[src/sv/assert_macros.svh]
// Assertion macros shared by the waypoint stabilizer RTL.
// Depends on nothing; included by the files that carry assertions.
`ifndef ASSERT_MACROS_SVH
`define ASSERT_MACROS_SVH

// Plain property, checked at every rising clock edge outside reset.
`define WTS_ASSERT(label, clk, rst_n, prop, msg) \
  label: assert property (@(posedge clk) disable iff (!rst_n) (prop)) else $error(msg);

// Same-cycle implication.
`define WTS_ASSERT_IMP(label, clk, rst_n, ante, cons, msg) \
  label: assert property (@(posedge clk) disable iff (!rst_n) (ante) |-> (cons)) else $error(msg);

// Next-cycle implication.
`define WTS_ASSERT_NXT(label, clk, rst_n, ante, cons, msg) \
  label: assert property (@(posedge clk) disable iff (!rst_n) (ante) |=> (cons)) else $error(msg);

`endif

[src/sv/wts_pkg.sv]
// Types and constants of the waypoint temporal stabilizer.
// Depends on nothing; used by every other file of the block but the assertion macros.
package wts_pkg;

  localparam int POS_W      = 16;
  localparam int DEPTH_W    = 4;
  localparam int WEIGHT_W   = 17;
  localparam int CFG_IDX_W  = 2;
  localparam int CFG_DATA_W = 17;
  localparam int DIVD_W     = 32;
  localparam int DIVS_W     = 17;
  localparam int DIST_W     = 17;
  localparam int D2_W       = 33;

  localparam logic [CFG_IDX_W-1:0] CFG_ENABLE   = 2'd0;
  localparam logic [CFG_IDX_W-1:0] CFG_DEPTH    = 2'd1;
  localparam logic [CFG_IDX_W-1:0] CFG_MAX_STEP = 2'd2;
  localparam logic [CFG_IDX_W-1:0] CFG_WEIGHT   = 2'd3;

  localparam logic                RST_ENABLE   = 1'b1;
  localparam logic [DEPTH_W-1:0]  RST_DEPTH    = 4'd5;
  localparam logic [POS_W-1:0]    RST_MAX_STEP = 16'd480;
  localparam logic [WEIGHT_W-1:0] RST_WEIGHT   = 17'd58982;
  localparam logic [WEIGHT_W-1:0] WEIGHT_ONE   = 17'd65536;

  typedef enum logic [1:0] {
    DIV_MEAN_X,
    DIV_MEAN_Y,
    DIV_STEP_X,
    DIV_STEP_Y
  } div_sel_e;

  typedef enum logic [4:0] {
    S_IDLE, S_DECIDE, S_RD, S_ACC,
    S_MX_GO, S_MX_WAIT, S_MY_GO, S_MY_WAIT,
    S_DIFF, S_SQUARE, S_SUM, S_CHECK,
    S_SQRT_GO, S_SQRT_WAIT, S_MUL,
    S_SX_GO, S_SX_WAIT, S_SY_GO, S_SY_WAIT,
    S_BLEND, S_BSUM, S_STAB_WR, S_FINISH, S_OUT
  } ctrl_state_e;

  typedef struct packed {
    logic     load;
    logic     hist_wr;
    logic     stab_rd;
    logic     hist_rd;
    logic     j_inc;
    logic     acc;
    logic     div_go;
    logic     div_take;
    div_sel_e div_sel;
    logic     diff;
    logic     square;
    logic     d2_sum;
    logic     sqrt_go;
    logic     sqrt_take;
    logic     step_mul;
    logic     blend_mul;
    logic     blend_sum;
    logic     stab_wr;
    logic     finish;
    logic     out_load;
  } cmd_t;

  typedef struct packed {
    logic enabled;
    logic in_range;
    logic active;
    logic has_stable;
    logic more_j;
    logic len_ok;
    logic clamp;
    logic div_done;
    logic sqrt_done;
  } sts_t;

endpackage

[src/sv/wts_ctrl.sv]
// Controller: sequences one waypoint at a time through the datapath.
// Depends on wts_pkg for the state, command and status types.
module wts_ctrl (
  input  logic          clk_i,
  input  logic          rst_ni,
  input  logic          in_valid_i,
  output logic          in_ready_o,
  output logic          out_valid_o,
  input  logic          out_ready_i,
  input  wts_pkg::sts_t sts_i,
  output wts_pkg::cmd_t cmd_o
);
  wts_pkg::ctrl_state_e state_q, state_d;
  logic out_valid_q, out_free;

  assign out_free = !out_valid_q || out_ready_i;

  always_ff @(posedge clk_i or negedge rst_ni) begin
    if (!rst_ni) begin
      state_q     <= wts_pkg::S_IDLE;
      out_valid_q <= 1'b0;
    end else begin
      state_q <= state_d;
      if (cmd_o.out_load) begin
        out_valid_q <= 1'b1;
      end else if (out_ready_i) begin
        out_valid_q <= 1'b0;
      end
    end
  end

  always_comb begin
    state_d       = state_q;
    cmd_o         = '0;
    cmd_o.div_sel = wts_pkg::DIV_MEAN_X;
    in_ready_o    = 1'b0;
    unique case (state_q)
      wts_pkg::S_IDLE: begin
        in_ready_o = 1'b1;
        if (in_valid_i) begin
          cmd_o.load = 1'b1;
          state_d    = wts_pkg::S_DECIDE;
        end
      end
      wts_pkg::S_DECIDE: begin
        if (!sts_i.enabled) begin
          state_d = wts_pkg::S_OUT;
        end else if (!sts_i.in_range) begin
          state_d = wts_pkg::S_FINISH;
        end else begin
          cmd_o.hist_wr = 1'b1;
          cmd_o.stab_rd = 1'b1;
          state_d = sts_i.active ? wts_pkg::S_RD : wts_pkg::S_FINISH;
        end
      end
      wts_pkg::S_RD: begin
        if (sts_i.more_j) begin
          cmd_o.j_inc   = 1'b1;
          cmd_o.hist_rd = sts_i.len_ok;
          state_d = sts_i.len_ok ? wts_pkg::S_ACC : wts_pkg::S_RD;
        end else begin
          state_d = wts_pkg::S_MX_GO;
        end
      end
      wts_pkg::S_ACC: begin
        cmd_o.acc = 1'b1;
        state_d   = wts_pkg::S_RD;
      end
      wts_pkg::S_MX_GO: begin
        cmd_o.div_go = 1'b1;
        state_d      = wts_pkg::S_MX_WAIT;
      end
      wts_pkg::S_MX_WAIT: begin
        if (sts_i.div_done) begin
          cmd_o.div_take = 1'b1;
          state_d        = wts_pkg::S_MY_GO;
        end
      end
      wts_pkg::S_MY_GO: begin
        cmd_o.div_sel = wts_pkg::DIV_MEAN_Y;
        cmd_o.div_go  = 1'b1;
        state_d       = wts_pkg::S_MY_WAIT;
      end
      wts_pkg::S_MY_WAIT: begin
        cmd_o.div_sel = wts_pkg::DIV_MEAN_Y;
        if (sts_i.div_done) begin
          cmd_o.div_take = 1'b1;
          state_d = sts_i.has_stable ? wts_pkg::S_DIFF : wts_pkg::S_STAB_WR;
        end
      end
      wts_pkg::S_DIFF: begin
        cmd_o.diff = 1'b1;
        state_d    = wts_pkg::S_SQUARE;
      end
      wts_pkg::S_SQUARE: begin
        cmd_o.square = 1'b1;
        state_d      = wts_pkg::S_SUM;
      end
      wts_pkg::S_SUM: begin
        cmd_o.d2_sum = 1'b1;
        state_d      = wts_pkg::S_CHECK;
      end
      wts_pkg::S_CHECK: begin
        state_d = sts_i.clamp ? wts_pkg::S_SQRT_GO : wts_pkg::S_BLEND;
      end
      wts_pkg::S_SQRT_GO: begin
        cmd_o.sqrt_go = 1'b1;
        state_d       = wts_pkg::S_SQRT_WAIT;
      end
      wts_pkg::S_SQRT_WAIT: begin
        if (sts_i.sqrt_done) begin
          cmd_o.sqrt_take = 1'b1;
          state_d         = wts_pkg::S_MUL;
        end
      end
      wts_pkg::S_MUL: begin
        cmd_o.step_mul = 1'b1;
        state_d        = wts_pkg::S_SX_GO;
      end
      wts_pkg::S_SX_GO: begin
        cmd_o.div_sel = wts_pkg::DIV_STEP_X;
        cmd_o.div_go  = 1'b1;
        state_d       = wts_pkg::S_SX_WAIT;
      end
      wts_pkg::S_SX_WAIT: begin
        cmd_o.div_sel = wts_pkg::DIV_STEP_X;
        if (sts_i.div_done) begin
          cmd_o.div_take = 1'b1;
          state_d        = wts_pkg::S_SY_GO;
        end
      end
      wts_pkg::S_SY_GO: begin
        cmd_o.div_sel = wts_pkg::DIV_STEP_Y;
        cmd_o.div_go  = 1'b1;
        state_d       = wts_pkg::S_SY_WAIT;
      end
      wts_pkg::S_SY_WAIT: begin
        cmd_o.div_sel = wts_pkg::DIV_STEP_Y;
        if (sts_i.div_done) begin
          cmd_o.div_take = 1'b1;
          state_d        = wts_pkg::S_BLEND;
        end
      end
      wts_pkg::S_BLEND: begin
        cmd_o.blend_mul = 1'b1;
        state_d         = wts_pkg::S_BSUM;
      end
      wts_pkg::S_BSUM: begin
        cmd_o.blend_sum = 1'b1;
        state_d         = wts_pkg::S_STAB_WR;
      end
      wts_pkg::S_STAB_WR: begin
        cmd_o.stab_wr = 1'b1;
        state_d       = wts_pkg::S_FINISH;
      end
      wts_pkg::S_FINISH: begin
        cmd_o.finish = 1'b1;
        state_d      = wts_pkg::S_OUT;
      end
      wts_pkg::S_OUT: begin
        if (out_free) begin
          cmd_o.out_load = 1'b1;
          state_d        = wts_pkg::S_IDLE;
        end
      end
      default: state_d = wts_pkg::S_IDLE;
    endcase
  end

  assign out_valid_o = out_valid_q;
endmodule

[config.mk]
export PLATFORM = sky130hd
export DESIGN_NAME = wts_ctrl
export DESIGN_NICKNAME = d
export VERILOG_FILES = /design/src/sv/assert_macros.svh /design/src/sv/wts_pkg.sv /design/src/sv/wts_ctrl.sv
export SDC_FILE = /design/constraint.sdc
export NUM_CORES = 1
export LEC_CHECK = 0
export CORE_AREA = 2 2 39 41
export DETAILED_ROUTE_END_ITERATION = 6
export DIE_AREA = 0 0 41 43
export DONT_BUFFER_PORTS = 1
export PLACE_DENSITY = 0.83
export SLEW_MARGIN = 20
export SYNTH_ARGS = -nofsm -noshare
export SYNTH_HDL_FRONTEND = slang
export SYNTH_SLANG_ARGS = --single-unit
export TNS_END_PERCENT = 100
[constraint.sdc]
create_clock -name clk_i -period 2.95 [get_ports clk_i]
set_clock_uncertainty 0.1 [all_clocks]
set_input_delay 0.59 -clock clk_i [delete_from_list [all_inputs] [get_ports clk_i]]
set_output_delay 0.59 -clock clk_i [all_outputs]
set_load 0.005 [all_outputs]
==> Word-level counts from Yosys, hierarchy flattened <==
Index checks and enable logic that the tools add are counted.
{ "op_classes": {"n_eq_ne": 30, "n_mux": 43, "n_reduce_logical": 10} }
{ "op_table": {"columns": ["operator", "count"], "rows": [
  ["one-hot mux 5 bit (24 select lines)", 1],
  ["two-way mux 5 bit", 12],
  ["equality test 5 x 4 -> 1 bit (second input constant)", 8],
  ["equality test 5 bit (second input constant)", 8],
  ["two-way mux 1 bit", 23],
  ["equality test 5 x 3 -> 1 bit (second input constant)", 4],
  ["inequality test 2 bit (second input constant)", 7],
  ["equality test 5 x 2 -> 1 bit (second input constant)", 2],
  ["two-way mux 2 bit", 5],
  ["OR reduction 4 bit", 2],
  ["AND reduction 7 bit", 1],
  ["one-hot mux 2 bit (3 select lines)", 1],
  ["OR reduction 2 bit", 3],
  ["equality test 5 x 1 -> 1 bit (second input constant)", 1],
  ["zero test 5 bit", 1],
  ["two-way mux 3 bit", 1],
  ["nonzero test 2 bit", 1],
  ["zero test 1 bit", 1],
  ["logical OR 1 bit", 1]
]} }
{ "word_totals": {"out_inout_bits": 23, "reg_bits": 6, "word_cells": 85, "in_bits": 13} }

==> Logic depth before layout (Yosys ltp) <==
{ "logic_depth": {"word_depth": 5, "ltp_mapped": 7, "ltp_nobuf": 5} }

==> Worst setup path before layout <==
Ideal clock, no wire load.
{ "synth_path": {"kind": "flip-flop to output port", "start": "register state_q[2]", "end": "output cmd_o[19] (netlist bit)", "setup_slack_ps": 834, "arrival_time_ps": 1426, "stages_incl_launch_ff": 6, "required_time_ps": 2260, "path_buffers": 3, "cell_sequence": "dfrtp_1 > clkbuf_1 > buf_2 > or2_2 > nor3_1 > buf_4"} }
{ "synth_lines": {"columns": ["item", "line", "source"], "rows": [
  ["from (decl)", "wts_ctrl.sv:13", "wts_pkg::ctrl_state_e state_q, state_d;"],
  ["from (signal assigned)", "wts_ctrl.sv:20", "state_q <= wts_pkg::S_IDLE;"],
  ["from (signal assigned)", "wts_ctrl.sv:23", "state_q <= state_d;"],
  ["to (decl)", "wts_ctrl.sv:11", "output wts_pkg::cmd_t cmd_o"]
]} }

==> Worst setup path in the final report <==
{ "layout_path": {"start": "register state_q[0]", "end": "output cmd_o[19] (netlist bit)"} }
{ "layout_between": {"elab_chain_cells": 2} }
{ "layout_lines": {"columns": ["item", "line", "source"], "rows": [
  ["equality test 5 x 1 -> 1 bit", "wts_ctrl.sv:37", "unique case (state_q)"],
  ["two-way mux 2 bit", "wts_ctrl.sv:37", null]
]} }
Every way passes these cells.

==> impl_metrics.ini <==
[place]
dpl_cell_area_um2 = 748
gp_congestion = 0.884
placement.io_buffers = 0
dp_hpwl_um = 1510

[logic_synthesis]
synth_top_area_share_pct = 19.0
synth_ff_type = dfrtp_1
synthesis.nets = 125
netlist_instances = 112
yosys_warnings = 0
synthArstFlopShare_pct = 100
postSynthAreaPerCell_um2 = 7.07
seq_area_frac_synth_pct = 19.0
yosys-top-cells-area = dfrtp_1 19%, nor2_1 8.1%, o21ai_0 7.0%
ys_ff_latch = 6
synthMostInstantiatedCell = nor2_1
synth_edf_count = 0
synthTopCellsByCount = 17 x nor2_1, 11 x o21ai_0, 8 x nor3_1
syn_area_um2 = 792
ys_types = 41
yosysTopAreaCell = dfrtp_1

[pwr]
clockPowerShare_pct = 8.8
power-per-cell-area_mw_per_mm2 = 1170
combPwrFrac_pct = 62.2
p_leak_nw = 0.301
p_sw_share_pct = 54.6
power_frac_seq_pct = 28.9
power_switching_mw = 0.497
vdd.ir_drop.worst_mv = 0.601
intPower_mw = 0.413

[setup_path]
r2r.worst_path.cells = 5
critical_path_class = reg2out
crit_chain = or3b_4 -> nor3_1
rr_startpoint = state_q[0]$_DFFE_PN0P_
critPathMaxStageDelay_ps = 660
critPathBufInv = 0
cp_slowest_cell = dfrtp_1
crit_family = simple AND/OR/NAND/NOR gates
critPathLaunch = state_q[0]$_DFFE_PN0P_
r2r_slack_ps = 840
worstPathArrival_ps = 1710
cp_max_fo = 17
rr_endpoint = state_q[2]$_DFFE_PN0P_
start_kind = flip-flop
endpoint_kind = output port
cp_data_required_time_ps = 2260

[clocking]
cts_resized = 0
cts_root_buffer = clkbuf_4
cts_setup_buffers = 0
path_clk_slew_ps = 50
insertion_delay_ps = 260
clk_path_buf_depth = 2
htreeDepth = 1
cts_sinks = 6
cts_tree = done
numCtsBuffers = 3

[outcome]
run_status = completed

[run]
drv_cap = 0

[drt]
drc = 0
vias = 794
wl_per_cell_um = 16.6
avgViaCountPerCell = 6.56
drt_wl_total_um = 2010
dr.pass1.iters = 4
antenna_left = 0
dr.first_iter.drc_count = 15

[die]
die-area_mm2 = 0.00176
num_io_pins = 36
die_w_um = 41
die_h_um = 43
core-area_mm2 = 0.00138
start_util_pct = 57.2
rows = 14

[global_route]
grt_max_degree = 20
grt_overflow = 0
antenna_found_initial = 0
first_global_vias = 693
track_usage_pct = 24.8
grt_pass1_wl_um = 3030

[worst_hold_path]
min-delay-start = out_ready_i
hold_depth = 2
min_path_type = in2reg
min_to = out_valid_o$_DFFE_PN0P_

[sta]
slew_violations = 0
tightest_slew_ps = 575
rsz0062_at_grt = no
whs_ps = 475
tns_ps = 0
fmaxAchievable_mhz = 417
max_slew_margin_pct = 61.7
hold_viol_final = 0
post-route-min-period_ps = 2400
fin_crit_sh_pct = 81.4
final-setup-viol-count = 0

[final_layout]
finalNetCount = 120
nFillCells = 136
stdcell_area_um2 = 781
num_antenna_cells = 0
areaGrowthSynthToFinish_pct = -1.42
drive_gt1_share_pct = 9.52
registers in the layout, summed over array words and instances (netlist names):
| signal | count |
|---|---|
| state_q | 5 |
| out_valid_o | 1 |
logic make-up (layout without fill, tap and decap cells):
group,after synthesis,after routing,synth area share [%]
buffers and inverters,16,9,10.4
and+or+nand+nor,60,60,42.5
DFF,6,6,19.0
AOI/OAI and AO/OA,27,27,24.8
xor gates and xnor gates,3,3,3.32
layer usage:
metal  share of wire, %  wire length [µm]  vias up  track usage (%)
met2                 48               953       44             37.8
met4                1.4                28        0             8.00
met5                  0                 0        -                0
met1                 39               787      364             33.3
li1                   -                 -      383                -
met3                 12               235        3             5.76
layout make-up:
class	count	area (µm²)	share of cell area (%)
Multi-Input combinational cell	90	559	71.6
Tap cell	16	20.0	2.56
Inverter	5	18.8	2.40
Sequential cell	6	150	19.2
Timing Repair Buffer	1	10.0	1.28
Clock buffer	3	22.5	2.88
cell usage in the layout, fill, tap and decap left out, drive strengths merged, types with 2 or more instances in the layout:
cell type and n:
and3 2, nor3b 2, nand2 6, nand3b 3, or3 3, or3b 2, clkbuf 3, a21oi 5
o31ai 2, and2 3, inv 5, nor2 17, o21ai 12, dfrtp 6, nand2b 5, nor2b 3
nor3 8, xnor2 2, a211oi 2
power groups by stage:
stage	Sequential [mW]	Combinational, mW	Clock, mW
2_1_floorplan	0.135	0.621	0
3_3_place_gp	0.255	0.543	0
3_5_place_dp	0.259	0.559	0
4_1_cts	0.258	0.565	0.0805
5_1_grt	0.278	0.628	0.0827
6_report	0.263	0.567	0.0803
metrics by stage:
step	cells	utilization, %	setup WS [ps]	total power, mW
floorplan	112	-	834	0.757
global placement	117	54.1	874	0.798
detailed placement	117	54.1	852	0.818
CTS	121	56.4	577	0.903
global route	121	56.4	411	0.989
finish	121	56.4	549	0.910
worst max-delay path by stage:
stage | end | slack [ps] | cells after the start
after floorplan | cmd_o[19] | 830 | 5
after global placement | cmd_o[18] | 870 | 2
after detailed placement | cmd_o[18] | 850 | 2
after CTS | cmd_o[18] | 580 | 2
after global routing | cmd_o[19] | 410 | 2
final | cmd_o[19] | 550 | 2
what timing repair did:
item	in CTS	in global routing
endpoints found under the hold margin	6	0
hold buffers	1	0
setup endpoints to repair	0	0
Note: power is estimated with default switching activity, not from simulation.
